File: src/rtl/lsu_pkg.sv
// Package for the link setup SET/UA handshake block.
// Holds the payload, command and configuration types and the frame constants.
// No dependencies.
`default_nettype none

package lsu_pkg;

  localparam logic [7:0] FrameFlag = 8'h7E;
  localparam int unsigned FrameLen = 5;
  localparam int unsigned BeatW = 3;

  typedef enum logic [1:0] {
    OpStart  = 2'd0,
    OpRxByte = 2'd1,
    OpTick   = 2'd2
  } op_e;

  typedef enum logic [2:0] {
    PhIdle   = 3'd0,
    PhWait   = 3'd1,
    PhOk     = 3'd2,
    PhBad    = 3'd3,
    PhGaveUp = 3'd4
  } phase_e;

  typedef enum logic [2:0] {
    CfgTimeoutTicks = 3'd0,
    CfgMaxAttempts  = 3'd1,
    CfgAddressByte  = 3'd2,
    CfgSetControl   = 3'd3,
    CfgUaControl    = 3'd4
  } cfg_idx_e;

  typedef struct packed {
    logic [1:0] opcode;
    logic [7:0] rx_byte;
  } in_t;

  typedef struct packed {
    logic       tx_valid;
    logic [7:0] tx_byte;
    logic [2:0] status;
    logic       last_of_run;
  } out_t;

  typedef struct packed {
    logic [7:0] timeout_ticks;
    logic [3:0] max_attempts;
    logic [7:0] address_byte;
    logic [7:0] set_control;
    logic [7:0] ua_control;
  } cfg_t;

  // One queued command: either a full SET frame or a single status beat.
  typedef struct packed {
    logic       send_frame;
    logic [2:0] status;
  } cmd_t;

endpackage

`default_nettype wire

File: src/rtl/lsu_front.sv
// Front end of the link setup block: accepts input beats, runs the session
// state (timer, attempts, UA matching) and queues one command per beat.
// Depends on lsu_pkg.
`default_nettype none

module lsu_front (
  input  wire logic          clk_i,
  input  wire logic          rst_ni,
  input  wire logic          in_valid_i,
  output logic               in_stall_o,
  input  wire lsu_pkg::in_t  in_data_i,
  input  wire lsu_pkg::cfg_t cfg_i,
  input  wire logic          full_i,
  output logic               push_o,
  output lsu_pkg::cmd_t      cmd_o
);

  lsu_pkg::phase_e phase_q, phase_d;
  logic [2:0] pos_q, pos_d;
  logic [7:0] check_q, check_d;
  logic [3:0] attempts_q, attempts_d;
  logic [7:0] ticks_q, ticks_d;
  logic       armed_q, armed_d;

  logic       accept;
  logic       send;
  logic       ok;
  logic [7:0] limit;
  logic [3:0] tries;
  logic [7:0] tick_inc;
  logic [7:0] rx;

  assign accept     = in_valid_i && !full_i;
  assign in_stall_o = full_i;
  assign push_o     = accept;
  assign rx         = in_data_i.rx_byte;
  assign limit      = (cfg_i.timeout_ticks == 8'd0) ? 8'd1 : cfg_i.timeout_ticks;
  assign tries      = (cfg_i.max_attempts == 4'd0) ? 4'd1 : cfg_i.max_attempts;
  assign tick_inc   = ticks_q + 8'd1;

  always_comb begin
    phase_d    = phase_q;
    pos_d      = pos_q;
    check_d    = check_q;
    attempts_d = attempts_q;
    ticks_d    = ticks_q;
    armed_d    = armed_q;
    send       = 1'b0;
    ok         = 1'b0;
    if (accept) begin
      if (in_data_i.opcode == lsu_pkg::OpStart) begin
        pos_d      = 3'd0;
        check_d    = 8'd0;
        attempts_d = 4'd1;
        ticks_d    = 8'd0;
        armed_d    = 1'b1;
        phase_d    = lsu_pkg::PhWait;
        send       = 1'b1;
      end else if (phase_q == lsu_pkg::PhWait) begin
        if (in_data_i.opcode == lsu_pkg::OpRxByte) begin
          armed_d = 1'b0;
          ticks_d = 8'd0;
          case (pos_q)
            3'd0: ok = (rx == lsu_pkg::FrameFlag);
            3'd1: begin
              ok = (rx == cfg_i.address_byte);
              if (ok) check_d = cfg_i.address_byte;
            end
            3'd2: begin
              ok = (rx == cfg_i.ua_control);
              if (ok) check_d = check_q ^ cfg_i.ua_control;
            end
            3'd3: ok = (rx == check_q);
            default: ok = (rx == lsu_pkg::FrameFlag);
          endcase
          if (pos_q >= 3'd4) begin
            phase_d = ok ? lsu_pkg::PhOk : lsu_pkg::PhBad;
          end else if (ok) begin
            pos_d = pos_q + 3'd1;
          end else begin
            phase_d = lsu_pkg::PhBad;
          end
        end else if (in_data_i.opcode == lsu_pkg::OpTick && armed_q) begin
          ticks_d = tick_inc;
          if (tick_inc >= limit) begin
            if (attempts_q >= tries) begin
              armed_d = 1'b0;
              ticks_d = 8'd0;
              phase_d = lsu_pkg::PhGaveUp;
            end else begin
              // Timeout with attempts left: resend without touching the matcher.
              attempts_d = attempts_q + 4'd1;
              ticks_d    = 8'd0;
              armed_d    = 1'b1;
              phase_d    = lsu_pkg::PhWait;
              send       = 1'b1;
            end
          end
        end
      end
    end
    cmd_o.send_frame = send;
    cmd_o.status     = phase_d;
  end

  always_ff @(posedge clk_i or negedge rst_ni) begin
    if (!rst_ni) begin
      phase_q    <= lsu_pkg::PhIdle;
      pos_q      <= 3'd0;
      check_q    <= 8'd0;
      attempts_q <= 4'd0;
      ticks_q    <= 8'd0;
      armed_q    <= 1'b0;
    end else begin
      phase_q    <= phase_d;
      pos_q      <= pos_d;
      check_q    <= check_d;
      attempts_q <= attempts_d;
      ticks_q    <= ticks_d;
      armed_q    <= armed_d;
    end
  end

  assert property (@(posedge clk_i) disable iff (!rst_ni)
    pos_q <= 3'd4)
    else $error("match position beyond the closing flag");

  assert property (@(posedge clk_i) disable iff (!rst_ni)
    armed_q |-> (phase_q == lsu_pkg::PhWait))
    else $error("timer armed outside the waiting phase");

  assert property (@(posedge clk_i) disable iff (!rst_ni)
    push_o && cmd_o.send_frame |-> (cmd_o.status == lsu_pkg::PhWait))
    else $error("frame queued without entering the waiting phase");

endmodule

`default_nettype wire

File: src/rtl/lsu_fifo.sv
// Short command queue between the front end and the frame serializer.
// Register-based, one push and one pop port. Depends on lsu_pkg.
`default_nettype none

module lsu_fifo #(
  parameter int unsigned Depth = 4
) (
  input  wire logic          clk_i,
  input  wire logic          rst_ni,
  input  wire logic          push_i,
  input  wire lsu_pkg::cmd_t cmd_i,
  output logic               full_o,
  input  wire logic          pop_i,
  output logic               valid_o,
  output lsu_pkg::cmd_t      head_o
);

  localparam int unsigned PtrW = (Depth > 1) ? $clog2(Depth) : 1;
  localparam int unsigned CntW = $clog2(Depth + 1);

  lsu_pkg::cmd_t mem_q [Depth];
  logic [PtrW-1:0] wr_ptr_q, wr_ptr_d;
  logic [PtrW-1:0] rd_ptr_q, rd_ptr_d;
  logic [CntW-1:0] count_q, count_d;
  logic            do_push;
  logic            do_pop;

  assign full_o  = (count_q == CntW'(Depth));
  assign valid_o = (count_q != '0);
  assign head_o  = mem_q[rd_ptr_q];
  assign do_push = push_i && !full_o;
  assign do_pop  = pop_i && valid_o;

  always_comb begin
    wr_ptr_d = wr_ptr_q;
    rd_ptr_d = rd_ptr_q;
    count_d  = count_q;
    if (do_push) begin
      wr_ptr_d = (wr_ptr_q == PtrW'(Depth - 1)) ? '0 : wr_ptr_q + 1'b1;
    end
    if (do_pop) begin
      rd_ptr_d = (rd_ptr_q == PtrW'(Depth - 1)) ? '0 : rd_ptr_q + 1'b1;
    end
    if (do_push && !do_pop) begin
      count_d = count_q + 1'b1;
    end else if (do_pop && !do_push) begin
      count_d = count_q - 1'b1;
    end
  end

  always_ff @(posedge clk_i or negedge rst_ni) begin
    if (!rst_ni) begin
      wr_ptr_q <= '0;
      rd_ptr_q <= '0;
      count_q  <= '0;
    end else begin
      wr_ptr_q <= wr_ptr_d;
      rd_ptr_q <= rd_ptr_d;
      count_q  <= count_d;
    end
  end

  always_ff @(posedge clk_i) begin
    if (do_push) begin
      mem_q[wr_ptr_q] <= cmd_i;
    end
  end

  assert property (@(posedge clk_i) disable iff (!rst_ni)
    count_q <= CntW'(Depth))
    else $error("queue count exceeds its depth");

  assert property (@(posedge clk_i) disable iff (!rst_ni)
    (!do_push && do_pop) |=> (count_q == $past(count_q) - 1'b1))
    else $error("queue count did not drop on a pop");

endmodule

`default_nettype wire

File: src/rtl/lsu_back.sv
// Back end of the link setup block: turns queued commands into output beats,
// five for a SET frame and one for a status report. Depends on lsu_pkg.
`default_nettype none

module lsu_back (
  input  wire logic          clk_i,
  input  wire logic          rst_ni,
  input  wire lsu_pkg::cfg_t cfg_i,
  input  wire logic          head_valid_i,
  input  wire lsu_pkg::cmd_t head_i,
  output logic               pop_o,
  output logic               out_valid_o,
  input  wire logic          out_stall_i,
  output lsu_pkg::out_t      out_data_o
);

  localparam logic [lsu_pkg::BeatW-1:0] LastBeat = lsu_pkg::BeatW'(lsu_pkg::FrameLen - 1);

  logic [lsu_pkg::BeatW-1:0] beat_q, beat_d;
  logic          out_valid_q, out_valid_d;
  lsu_pkg::out_t out_q, out_d;
  logic          out_free;
  logic          emit;
  logic [7:0]    frame_byte;
  logic          last;

  assign out_free = !out_valid_q || !out_stall_i;
  assign emit     = out_free && head_valid_i;
  assign last     = !head_i.send_frame || (beat_q == LastBeat);
  assign pop_o    = emit && last;

  always_comb begin
    case (beat_q)
      3'd0:    frame_byte = lsu_pkg::FrameFlag;
      3'd1:    frame_byte = cfg_i.address_byte;
      3'd2:    frame_byte = cfg_i.set_control;
      3'd3:    frame_byte = cfg_i.address_byte ^ cfg_i.set_control;
      default: frame_byte = lsu_pkg::FrameFlag;
    endcase
  end

  always_comb begin
    beat_d      = beat_q;
    out_valid_d = out_valid_q;
    out_d       = out_q;
    if (out_free) begin
      out_valid_d = head_valid_i;
    end
    if (emit) begin
      out_d.tx_valid    = head_i.send_frame;
      out_d.tx_byte     = head_i.send_frame ? frame_byte : 8'd0;
      out_d.status      = head_i.status;
      out_d.last_of_run = last;
      beat_d            = last ? '0 : beat_q + 1'b1;
    end
  end

  always_ff @(posedge clk_i or negedge rst_ni) begin
    if (!rst_ni) begin
      beat_q      <= '0;
      out_valid_q <= 1'b0;
    end else begin
      beat_q      <= beat_d;
      out_valid_q <= out_valid_d;
    end
  end

  always_ff @(posedge clk_i) begin
    out_q <= out_d;
  end

  assign out_valid_o = out_valid_q;
  assign out_data_o  = out_q;

  assert property (@(posedge clk_i) disable iff (!rst_ni)
    beat_q <= LastBeat)
    else $error("frame beat counter out of range");

  assert property (@(posedge clk_i) disable iff (!rst_ni)
    (beat_q != '0) |-> (head_valid_i && head_i.send_frame))
    else $error("frame command left the queue mid-frame");

  assert property (@(posedge clk_i) disable iff (!rst_ni)
    (out_valid_q && !out_q.tx_valid) |-> out_q.last_of_run)
    else $error("status beat not marked as last");

endmodule

`default_nettype wire

File: src/rtl/link_setup_set_ua_handshake.sv
// Top level of the SET/UA link setup sender: configuration registers,
// front end, command queue and frame serializer.
// Depends on lsu_pkg, lsu_front, lsu_fifo and lsu_back.
//
//   channel  | valid / accept        | payload
//   ---------+-----------------------+-------------------------------
//   in       | in_valid_i, in_stall_o | in_data_i  (opcode, rx_byte)
//   out      | out_valid_o, out_stall_i | out_data_o (tx_valid, tx_byte,
//            |                       |   status, last_of_run)
//   config   | cfg_we_i              | cfg_idx_i, cfg_wdata_i
//
// A received byte or tick passes through the front end and yields one output
// beat; a start or resend yields five beats, one per cycle while out_stall_i
// is low, from the frame serializer, which sets the sustained rate for frames.
// The queue holds FifoDepth commands, so input keeps flowing while a frame
// drains or the output is stalled; in_stall_o rises only when it is full.
// With the queue empty, an accepted input beat is written into the queue and
// then registered in the serializer's output register before it is presented.
// Reset is asynchronous and clears the session and restores the register defaults.
`default_nettype none

module link_setup_set_ua_handshake #(
  parameter int unsigned FifoDepth = 4
) (
  input  wire logic          clk_i,
  input  wire logic          rst_ni,
  input  wire logic          in_valid_i,
  output logic               in_stall_o,
  input  wire lsu_pkg::in_t  in_data_i,
  output logic               out_valid_o,
  input  wire logic          out_stall_i,
  output lsu_pkg::out_t      out_data_o,
  input  wire logic          cfg_we_i,
  input  wire logic [2:0]    cfg_idx_i,
  input  wire logic [7:0]    cfg_wdata_i
);

  lsu_pkg::cfg_t cfg_q, cfg_d;
  logic          push;
  lsu_pkg::cmd_t push_cmd;
  logic          full;
  logic          pop;
  logic          head_valid;
  lsu_pkg::cmd_t head;

  always_comb begin
    cfg_d = cfg_q;
    if (cfg_we_i) begin
      case (cfg_idx_i)
        lsu_pkg::CfgTimeoutTicks: cfg_d.timeout_ticks = cfg_wdata_i;
        lsu_pkg::CfgMaxAttempts:  cfg_d.max_attempts  = cfg_wdata_i[3:0];
        lsu_pkg::CfgAddressByte:  cfg_d.address_byte  = cfg_wdata_i;
        lsu_pkg::CfgSetControl:   cfg_d.set_control   = cfg_wdata_i;
        lsu_pkg::CfgUaControl:    cfg_d.ua_control    = cfg_wdata_i;
        default: ;
      endcase
    end
  end

  always_ff @(posedge clk_i or negedge rst_ni) begin
    if (!rst_ni) begin
      cfg_q.timeout_ticks <= 8'd3;
      cfg_q.max_attempts  <= 4'd3;
      cfg_q.address_byte  <= 8'h03;
      cfg_q.set_control   <= 8'h03;
      cfg_q.ua_control    <= 8'h07;
    end else begin
      cfg_q <= cfg_d;
    end
  end

  lsu_front u_front (
    .clk_i      (clk_i),
    .rst_ni     (rst_ni),
    .in_valid_i (in_valid_i),
    .in_stall_o (in_stall_o),
    .in_data_i  (in_data_i),
    .cfg_i      (cfg_q),
    .full_i     (full),
    .push_o     (push),
    .cmd_o      (push_cmd)
  );

  lsu_fifo #(
    .Depth (FifoDepth)
  ) u_fifo (
    .clk_i   (clk_i),
    .rst_ni  (rst_ni),
    .push_i  (push),
    .cmd_i   (push_cmd),
    .full_o  (full),
    .pop_i   (pop),
    .valid_o (head_valid),
    .head_o  (head)
  );

  lsu_back u_back (
    .clk_i        (clk_i),
    .rst_ni       (rst_ni),
    .cfg_i        (cfg_q),
    .head_valid_i (head_valid),
    .head_i       (head),
    .pop_o        (pop),
    .out_valid_o  (out_valid_o),
    .out_stall_i  (out_stall_i),
    .out_data_o   (out_data_o)
  );

endmodule

`default_nettype wire
File: config.mk
export PLATFORM = sky130hd
export DESIGN_NAME = link_setup_set_ua_handshake
export DESIGN_NICKNAME = d
export VERILOG_FILES = /design/src/rtl/lsu_pkg.sv /design/src/rtl/lsu_front.sv /design/src/rtl/lsu_fifo.sv /design/src/rtl/lsu_back.sv /design/src/rtl/link_setup_set_ua_handshake.sv
export SDC_FILE = /design/constraint.sdc
export NUM_CORES = 1
export LEC_CHECK = 0
export BUFFER_PORTS_ARGS = -buffer_cell sky130_fd_sc_hd__buf_2
export CORE_MARGIN = 10
export CORE_UTILIZATION = 35
export DETAILED_ROUTE_END_ITERATION = 6
export PLACE_DENSITY = 0.59
export SKIP_LAST_GASP = 1
export SYNTH_ARGS = -nofsm -noshare
export SYNTH_HDL_FRONTEND = slang
export SYNTH_SLANG_ARGS = --single-unit
File: constraint.sdc
create_clock -name clk_i -period 3.7 [get_ports clk_i]
set_input_delay 0.37 -clock clk_i [delete_from_list [all_inputs] [get_ports clk_i]]
set_output_delay 0.37 -clock clk_i [all_outputs]
set_load 0.01 [all_outputs]
==> flow_summary.ini, run 1 <==
[placement]
routabilityCongestion = 0.895
numPortBuffers = 40
dp_slack_ps = 429
placed_cells = 773
place_hpwl_mm = 9.75

[clock_tree]
cts_buffer_depth = 2
ctsRootBufferMaster = clkbuf_16
htreeDepth = 3
clkTransAtPathRegs_ps = 70
numCtsBuffers = 9
insertion_delay_ps = 350
cts_resized = 0
holdBufCountCts = 0
post_cts_buffers = 0
cts_sinks = 103
cts_tree = yes

[logic_synthesis]
synth_area_sq_mm = 0.00561
ys_seq_elements = 103
synth_edf_count = 29
ys_top_cells_by_area = dfrtp_1, edfxtp_1, ha_1
yosysWarningCount = 0
syn-instance-count = 532
synth-compound-area-share_pct = 13.4
avgSynthCellArea_sq_um = 10.5
synth.area.mux_share_pct = 7.41
yosysTopAreaCell = dfrtp_1
synth_async_sr_flop_share_pct = 71.8
synth_top_family_by_area = simple AND/OR/NAND/NOR gates
ys_types = 61
synthFlopType = dfrtp_1
synthXorXnorAreaFrac_pct = 5.78
synth-adder-area-share_pct = 7.05
seq_area_frac_synth_pct = 48.8
yosysTopAreaCellShare_pct = 28.1
syn_nets = 589
synthSimpleGateAreaFrac_pct = 14.0

[global_routing]
grt_pass1_wl_mm = 20.9
grt_pass1_vias = 4053
track_usage_pct = 12.0
antenna_found_initial = 1
grt_remaining_overflow = 0
grt_max_degree = 75

[timing]
worst_pin_slew_ps = 965
setup_violations = 0
finalWorstSetupSlack_ps = 408
drv_slew = 0
hold_viol = 0
hold_slack_ps = 146
maxSlewHeadroom_pct = 35.7
setup_tns_ps = 0
finClkSkew_ps = 9.50
fmax_ghz = 0.304
fin_crit_sh_pct = 89.0
rsz0062_at_grt = no
layout_min_cycle_time_ps = 3290

[floorplan]
coreArea_sq_mm = 0.0158
start_util_pct = 35.5
std_cell_rows = 46
ioPinCount = 41
die_h_um = 147
die_w_um = 147
die_area_sq_mm = 0.0215

[cells_and_area]
fill_cells = 1534
final_core_utilization_pct = 40.2
fin_nets = 625
syn_to_final_growth_pct = 13.0
final_cells = 790
final_layout_size_suffix_gt1_share_pct = 19.2

[power_and_ir_drop]
vdd_drop_max_v = 0.000238
p_per_area_mw_per_mm2 = 615
p_leak_nw = 2.66

[detailed_routing]
drt_pre_antenna_iters = 4
via_per_inst = 5.08
ant_nets = 0
wire_per_inst_um = 16.2
route.vias.total = 4013
drtIter0Drc = 263
drc = 0
wirelength_mm = 12.8

[outcome]
outcome = finished, final reports clean

[worst_hold_path]
hold_path_class = in -> async

[critical_path]
critPathCaptureType = flip-flop
cp.arrival_ps = 3370
r2r_end = u_fifo.mem_q[1][0]$_DFFE_PP_
critPathRequiredTime_ps = 3780
reg2reg_slack_ps = 410
cp_max_fo = 6
critPathKind = reg -> reg
regToRegStartpoint = u_front.ticks_q[0]$_DFFE_PN0P_
start_kind = flip-flop
ff2ff_path_depth = 11

[flow_run]
drv_cap = 0
Yosys cell counts, types with 11 or more instances:
cell	number
dfstp_2	11
clkbuf_1	16
inv_1	33
nand2_1	51
o21ai_0	41
nor2_1	29
a21oi_1	26
mux2_2	30
xnor2_1	23
edfxtp_1	29
dfrtp_1	63
xor2_1	14
ha_1	30
where the power goes:
group          internal, mW  switching (mW)  total, mW
registers              1.54           0.230       1.77
clock network         0.543           0.412      0.955
logic                 0.521           0.647       1.17
total                  2.61            1.29       3.90
worst max path at each step:
stage,startpoint,endpoint,slack (ps),cells after the start
floorplan,u_front.ticks_q[0]$_DFFE_PN0P_,u_fifo.mem_q[0][0]$_DFFE_PP_,890,11
global placement,u_front.ticks_q[0]$_DFFE_PN0P_,u_fifo.mem_q[0][0]$_DFFE_PP_,650,11
detailed placement,u_front.ticks_q[0]$_DFFE_PN0P_,u_fifo.mem_q[1][0]$_DFFE_PP_,430,11
CTS,u_front.ticks_q[0]$_DFFE_PN0P_,u_fifo.mem_q[1][0]$_DFFE_PP_,410,11
global route,u_front.ticks_q[0]$_DFFE_PN0P_,u_fifo.mem_q[1][0]$_DFFE_PP_,110,11
finish,u_front.ticks_q[0]$_DFFE_PN0P_,u_fifo.mem_q[1][0]$_DFFE_PP_,410,11
critical path: stages, from the launching register on:
cell     delay (ps)
dfrtp_1         430
and3_1          210
and3_1          190
and3_1          190
xor2_1          160
ha_1            320
nand4_1         170
nor3_1          210
o21ai_0         240
a21o_1          230
and3_1          170
o31ai_1         490
cell type report:
class	count	area [sq um]	share of cell area, %
flip-flops and latches	103	2740	43.2
clock inverters	5	56.3	0.889
inverters	33	124	1.96
clock buffers	11	243	3.83
multi-input cells	377	2670	42.1
well taps	216	270	4.27
diodes	1	2.50	0.0395
repair buffers	44	233	3.67
layer usage:
| metal | GRT usage, % | vias up | routed length [um] |
|---|---|---|---|
| li1 | - | 1966 | - |
| met1 | 14.1 | 1964 | 5670 |
| met2 | 20.9 | 66 | 6440 |
| met3 | 3.00 | 17 | 472 |
| met4 | 3.95 | 0 | 226 |
| met5 | 0 | - | 0 |
layout by cell type, fill, tap and decap left out, types with 5 or more instances in the layout:
| cell | n |
|---|---|
| a22oi_1 | 8 |
| inv_1 | 33 |
| buf_4 | 5 |
| nand3_1 | 9 |
| clkbuf_16 | 9 |
| nor3_1 | 7 |
| xnor2_1 | 23 |
| nor3b_1 | 9 |
| nor2b_1 | 7 |
| nand2b_1 | 9 |
| o21ai_0 | 41 |
| edfxtp_1 | 29 |
| a31oi_1 | 7 |
| and3_1 | 6 |
| nor2_1 | 29 |
| dfstp_2 | 11 |
| a21oi_1 | 26 |
| nand2_1 | 51 |
| dfrtp_1 | 63 |
| and2_1 | 5 |
| mux2_2 | 30 |
| ha_1 | 30 |
| buf_2 | 39 |
| xor2_1 | 14 |
kinds of logic after synthesis:
kind of cell | count (synthesis)
simple gates | 155
compound gates | 120
flops | 103
buf+inv | 52
xor+xnor | 37
mux | 34
fa+ha+maj | 31
state kept, by name (all words and copies together), names as in the netlist:
| register | flops |
|---|---|
| u_front.pos_q | 3 |
| u_back.beat_q | 3 |
| u_fifo.rd_ptr_q | 2 |
| u_front.attempts_q | 4 |
| cfg_q | 36 |
| u_fifo.wr_ptr_q | 2 |
| u_fifo.mem_q | 16 |
| u_back.out_data_o | 13 |
| u_front.armed_q | 1 |
| u_front.ticks_q | 8 |
| u_front.phase_q | 3 |
| u_front.check_q | 8 |
| u_back.out_valid_o | 1 |
| u_fifo.count_q | 3 |
per-stage QoR:
step	instance area, sq um	power (mW)
detailed placement	6030	2.98
global placement	6030	2.92
CTS	6330	3.95
finish	6330	3.90
floorplan	5610	2.58
global route	6330	4.17
Note: power is estimated with default switching activity, not from simulation.
==> inputs of run 2 (changes only) <==
==> constraint.sdc (replaced) <==
create_clock -name clk_i -period 3.8 [get_ports clk_i]
set_input_delay 0.38 -clock clk_i [delete_from_list [all_inputs] [get_ports clk_i]]
set_output_delay 0.38 -clock clk_i [all_outputs]
set_load 0.01 [all_outputs]
==> run 2 against run 1 <==
Compared with the run above:
- fmax increased by 1.5%
- worst hold slack improved by 20 ps
- flip-flop and latch count unchanged
- largest cell class unchanged
- critical endpoint is now u_fifo.mem_q[3][0]$_DFFE_PP_
==> flow_summary.ini, run 2 (same netlist as run 1, synthesis figures left out) <==
[cells_and_area]
fill_cells = 1552
final_layout_size_suffix_gt1_share_pct = 19.4
syn_to_final_growth_pct = 12.6
final_common_cell = dfrtp_1
fin_nets = 625
mostFrequentLayoutCells = dfrtp_1, nand2_1, o21ai_0
largest_reg_flops = 36
design_area_sq_mm = 0.00631
top_register = cfg_q

[global_routing]
antenna_found_initial = 1
grt_remaining_overflow = 0
grt_pass1_vias = 4139
grt_pass1_wl_mm = 21.6
grt_max_degree = 75
track_usage_pct = 12.5

[detailed_routing]
ant_nets = 0
drc = 0
route.vias.total = 4035
wirelength_mm = 13.0
drtIter0Drc = 260
drt_pre_antenna_iters = 5
wire_per_inst_um = 16.5
via_per_inst = 5.11

[floorplan]
die_h_um = 147
die_area_sq_mm = 0.0215
std_cell_rows = 46
start_util_pct = 35.5
coreArea_sq_mm = 0.0158
die_w_um = 147
ioPinCount = 41

[timing]
maxSlewHeadroom_pct = 36.9
rsz0062_at_grt = no
worst_pin_slew_ps = 946
setup_tns_ps = 0
finClkSkew_ps = 7.09
fin_crit_sh_pct = 85.4
layout_min_cycle_time_ps = 3240
setup_violations = 0
drv_slew = 0
fmax_ghz = 0.308
hold_viol = 0

[power_and_ir_drop]
vdd_drop_max_v = 0.000218
p_leak_nw = 2.65
p_per_area_mw_per_mm2 = 592

[placement]
placed_cell_area_sq_mm = 0.00603
numPortBuffers = 40
place_hpwl_mm = 9.72
routabilityCongestion = 0.899

[clock_tree]
ctsRootBufferMaster = clkbuf_16
htreeDepth = 3
cts_resized = 0
post_cts_buffers = 0
cts_tree = yes
holdBufCountCts = 0
cts_buffer_depth = 2
insertion_delay_ps = 360
clkTransAtPathRegs_ps = 70
cts_sinks = 103
numCtsBuffers = 9

[critical_path]
ff2ff_path_depth = 11
cp_max_fo = 6
critPathRequiredTime_ps = 3880
critPathKind = reg -> reg
start_kind = flip-flop
cp.arrival_ps = 3330
critPathCaptureType = flip-flop

[outcome]
outcome = finished, final reports clean

[flow_run]
drv_cap = 0

[worst_hold_path]
hold_path_class = in -> async
==> run 2: report_power, final <==
group | leakage [nW] | internal [mW] | switching, mW
clock | 0.134 | 0.449 | 0.423
sequential | 1.19 | 1.50 | 0.227
combinational | 1.32 | 0.507 | 0.630
==> run 2: final timing paths <==
check                                                from                             end  slack [ps]
min in group clk_i                            out_stall_i  u_back.out_valid_o$_DFFE_PN0N_         250
hold / removal                                     rst_ni  u_front.ticks_q[3]$_DFFE_PN0P_         170
setup / recovery           u_front.ticks_q[0]$_DFFE_PN0P_    u_fifo.mem_q[3][0]$_DFFE_PP_         560
max in group asynchronous                          rst_ni  u_front.check_q[1]$_DFFE_PN0P_        3020
setup reg to reg           u_front.ticks_q[0]$_DFFE_PN0P_    u_fifo.mem_q[3][0]$_DFFE_PP_         560
hold reg to reg            u_front.ticks_q[7]$_DFFE_PN0P_  u_front.ticks_q[7]$_DFFE_PN0P_         500
==> run 2: final cells by class <==
type / instances / area, sq um / area share (%)
Sequential cell: 103 / 2740 / 43.4
Antenna cell: 1 / 2.50 / 0.0397
Clock inverter: 6 / 46.3 / 0.734
Multi-Input combinational cell: 377 / 2670 / 42.3
Clock buffer: 10 / 229 / 3.63
Timing Repair Buffer: 44 / 233 / 3.69
Tap cell: 216 / 270 / 4.28
Inverter: 33 / 124 / 1.96
==> run 2: critical path, cell delays in order (launching register included) <==
cell	delay, ps
dfrtp_1	440
and3_1	210
and3_1	190
and3_1	190
xor2_1	150
ha_1	320
nand4_1	170
nor3_1	150
o21ai_0	220
a21o_1	240
and3_1	180
o31ai_1	510
==> run 2: metal layers <==
layer / track usage, % / vias to the layer above / routed length [um] / part of all wire (%)
met1: 14.8 / 1984 / 5780 / 44
li1: - / 1966 / - / -
met2: 21.5 / 72 / 6570 / 50
met5: 0 / - / 0 / 0
met4: 4.20 / 0 / 233 / 1.8
met3: 3.28 / 13 / 460 / 3.5
==> run 2: metrics by stage <==
step,util [%],setup WS (ps),power [mW],std cells,hold WS (ps)
floorplan,-,989,2.51,532,84.4
global placement,38.3,741,2.85,773,473
CTS,40.0,562,3.79,789,217
finish,40.0,556,3.74,790,166
detailed placement,38.3,607,2.90,773,484
global route,40.0,235,4.01,790,241
==> inputs of run 3 (changes only) <==
==> constraint.sdc (replaced) <==
create_clock -name clk_i -period 3.8 [get_ports clk_i]
set_input_delay 0 -clock clk_i [delete_from_list [all_inputs] [get_ports clk_i]]
set_output_delay 0 -clock clk_i [all_outputs]
set_load 0.01 [all_outputs]
==> run 3 against run 2 <==
Compared with the run above:
- sequential share of layout area is 0.55 points lower
- utilization up 0.52 points
- register-to-register slack got worse by 50 ps
- fmax decreased by 1.6%
- largest cell class unchanged
==> flow_summary.ini, run 3 (same netlist as run 1, synthesis figures left out) <==
[outcome]
outcome = finished, final reports clean

[clock_tree]
ctsRootBufferMaster = clkbuf_16
insertion_delay_ps = 350
htreeDepth = 3
cts_sinks = 103
cts_resized = 0
cts_buffer_depth = 2
numCtsBuffers = 9
cts_tree = yes
clkTransAtPathRegs_ps = 70

[placement]
placed_cell_area_sq_mm = 0.00603
place_hpwl_mm = 9.80
routabilityCongestion = 0.893
numPortBuffers = 40

[cells_and_area]
design_area_sq_mm = 0.00639
syn_to_final_growth_pct = 14.0
final_common_cell = dfrtp_1
final_layout_size_suffix_gt1_share_pct = 18.7
largest_reg_flops = 36
fin_nets = 634
final_core_utilization_pct = 40.5
top_register = cfg_q
mostFrequentLayoutCells = dfrtp_1, nand2_1, o21ai_0

[global_routing]
antenna_found_initial = 1
track_usage_pct = 12.3
grt_remaining_overflow = 0
grt_pass1_wl_mm = 21.4
grt_max_degree = 75
grt_pass1_vias = 4133

[detailed_routing]
route.vias.total = 4083
drt_pre_antenna_iters = 5
wirelength_mm = 12.9
via_per_inst = 5.11
drtIter0Drc = 311
drc = 0
wire_per_inst_um = 16.2
ant_nets = 0

[critical_path]
start_kind = flip-flop
cp_max_fo = 6
cp.arrival_ps = 3370
ff2ff_path_depth = 11
critPathRequiredTime_ps = 3870
critPathKind = reg -> reg
critPathCaptureType = flip-flop

[floorplan]
start_util_pct = 35.5
die_w_um = 147
std_cell_rows = 46
ioPinCount = 41
coreArea_sq_mm = 0.0158
die_h_um = 147
die_area_sq_mm = 0.0215

[timing]
fmax_ghz = 0.303
hold_viol = 0
layout_min_cycle_time_ps = 3300
finClkSkew_ps = 7.62
maxSlewHeadroom_pct = 35.7
drv_slew = 0
worst_pin_slew_ps = 965
setup_violations = 0
setup_tns_ps = 0
rsz0062_at_grt = no
fin_crit_sh_pct = 86.7

[power_and_ir_drop]
p_per_area_mw_per_mm2 = 583
vdd_drop_max_v = 0.000215
power_frac_comb_pct = 30.9
p_clk_share_pct = 22.8
p_sw_share_pct = 34.0
seq_power_share_pct = 46.3
internal_power_mw = 2.46
power_switching_mw = 1.27
p_leak_nw = 2.68

[worst_hold_path]
hold_path_class = in -> reg
min_path_cells = 2

[flow_run]
drv_cap = 0
==> run 3: worst paths after layout <==
path / from / endpoint / slack (ps)
max in group asynchronous: rst_ni / u_back.out_valid_o$_DFFE_PN0N_ / 2840
min: cfg_wdata_i[0] / cfg_q[16]$_DFFE_PN1P_ / 20
max: u_front.ticks_q[0]$_DFFE_PN0P_ / u_fifo.mem_q[1][0]$_DFFE_PP_ / 500
max reg2reg: u_front.ticks_q[0]$_DFFE_PN0P_ / u_fifo.mem_q[1][0]$_DFFE_PP_ / 500
min in group asynchronous: rst_ni / u_front.ticks_q[5]$_DFFE_PN0P_ / 340
min reg2reg: u_back.out_valid_o$_DFFE_PN0N_ / u_back.out_valid_o$_DFFE_PN0N_ / 490
==> run 3: critical path, cell delays in order (launching register included) <==
cell and delay, ps:
dfrtp_1 430, and3_1 210, and3_1 190, and3_1 190, xor2_1 150, ha_1 320, nand4_1 170, nor3_1 190
o21ai_0 220, a21o_1 230, and3_1 180, o31ai_1 520
==> run 3: repair_timing <==
item / CTS / global route
buffers inserted: 0 / 0
hold endpoints to repair: 89 / 0
hold buffers: 9 / 0
==> run 3: metrics by stage <==
step	instances	power, mW	hold WS [ps]	setup slack (ps)
floorplan	532	2.51	-296	989
global placement	773	2.85	208	747
detailed placement	773	2.91	217	574
CTS	798	3.78	0.864	544
global route	799	3.99	23.5	266
finish	799	3.73	16.8	504
==> run 3: layer usage <==
| layer | share of wire, % | wire [um] | global-route usage, % | vias to the layer above |
|---|---|---|---|---|
| li1 | - | - | - | 1992 |
| met1 | 44 | 5680 | 14.6 | 2005 |
| met2 | 51 | 6550 | 21.1 | 69 |
| met3 | 3.5 | 455 | 2.84 | 17 |
| met4 | 2.0 | 260 | 4.70 | 0 |
| met5 | 0 | 0 | 0 | - |
==> run 3: cell type report <==
class	instances	area (sq um)
fillers	1562	9380
repair buffers	53	323
well taps	216	270
clock inverters	6	37.5
diodes	1	2.50
inverters	33	124
multi-input cells	377	2670
clock buffers	10	229
flip-flops and latches	103	2740
==> run 3: power groups by stage <==
stage	Sequential, mW	Combinational, mW	Clock [mW]
after floorplan	1.71	0.801	0
after global placement	1.73	1.11	0
after detailed placement	1.75	1.16	0
after CTS	1.73	1.17	0.880
after global routing	1.77	1.30	0.925
final	1.73	1.15	0.851
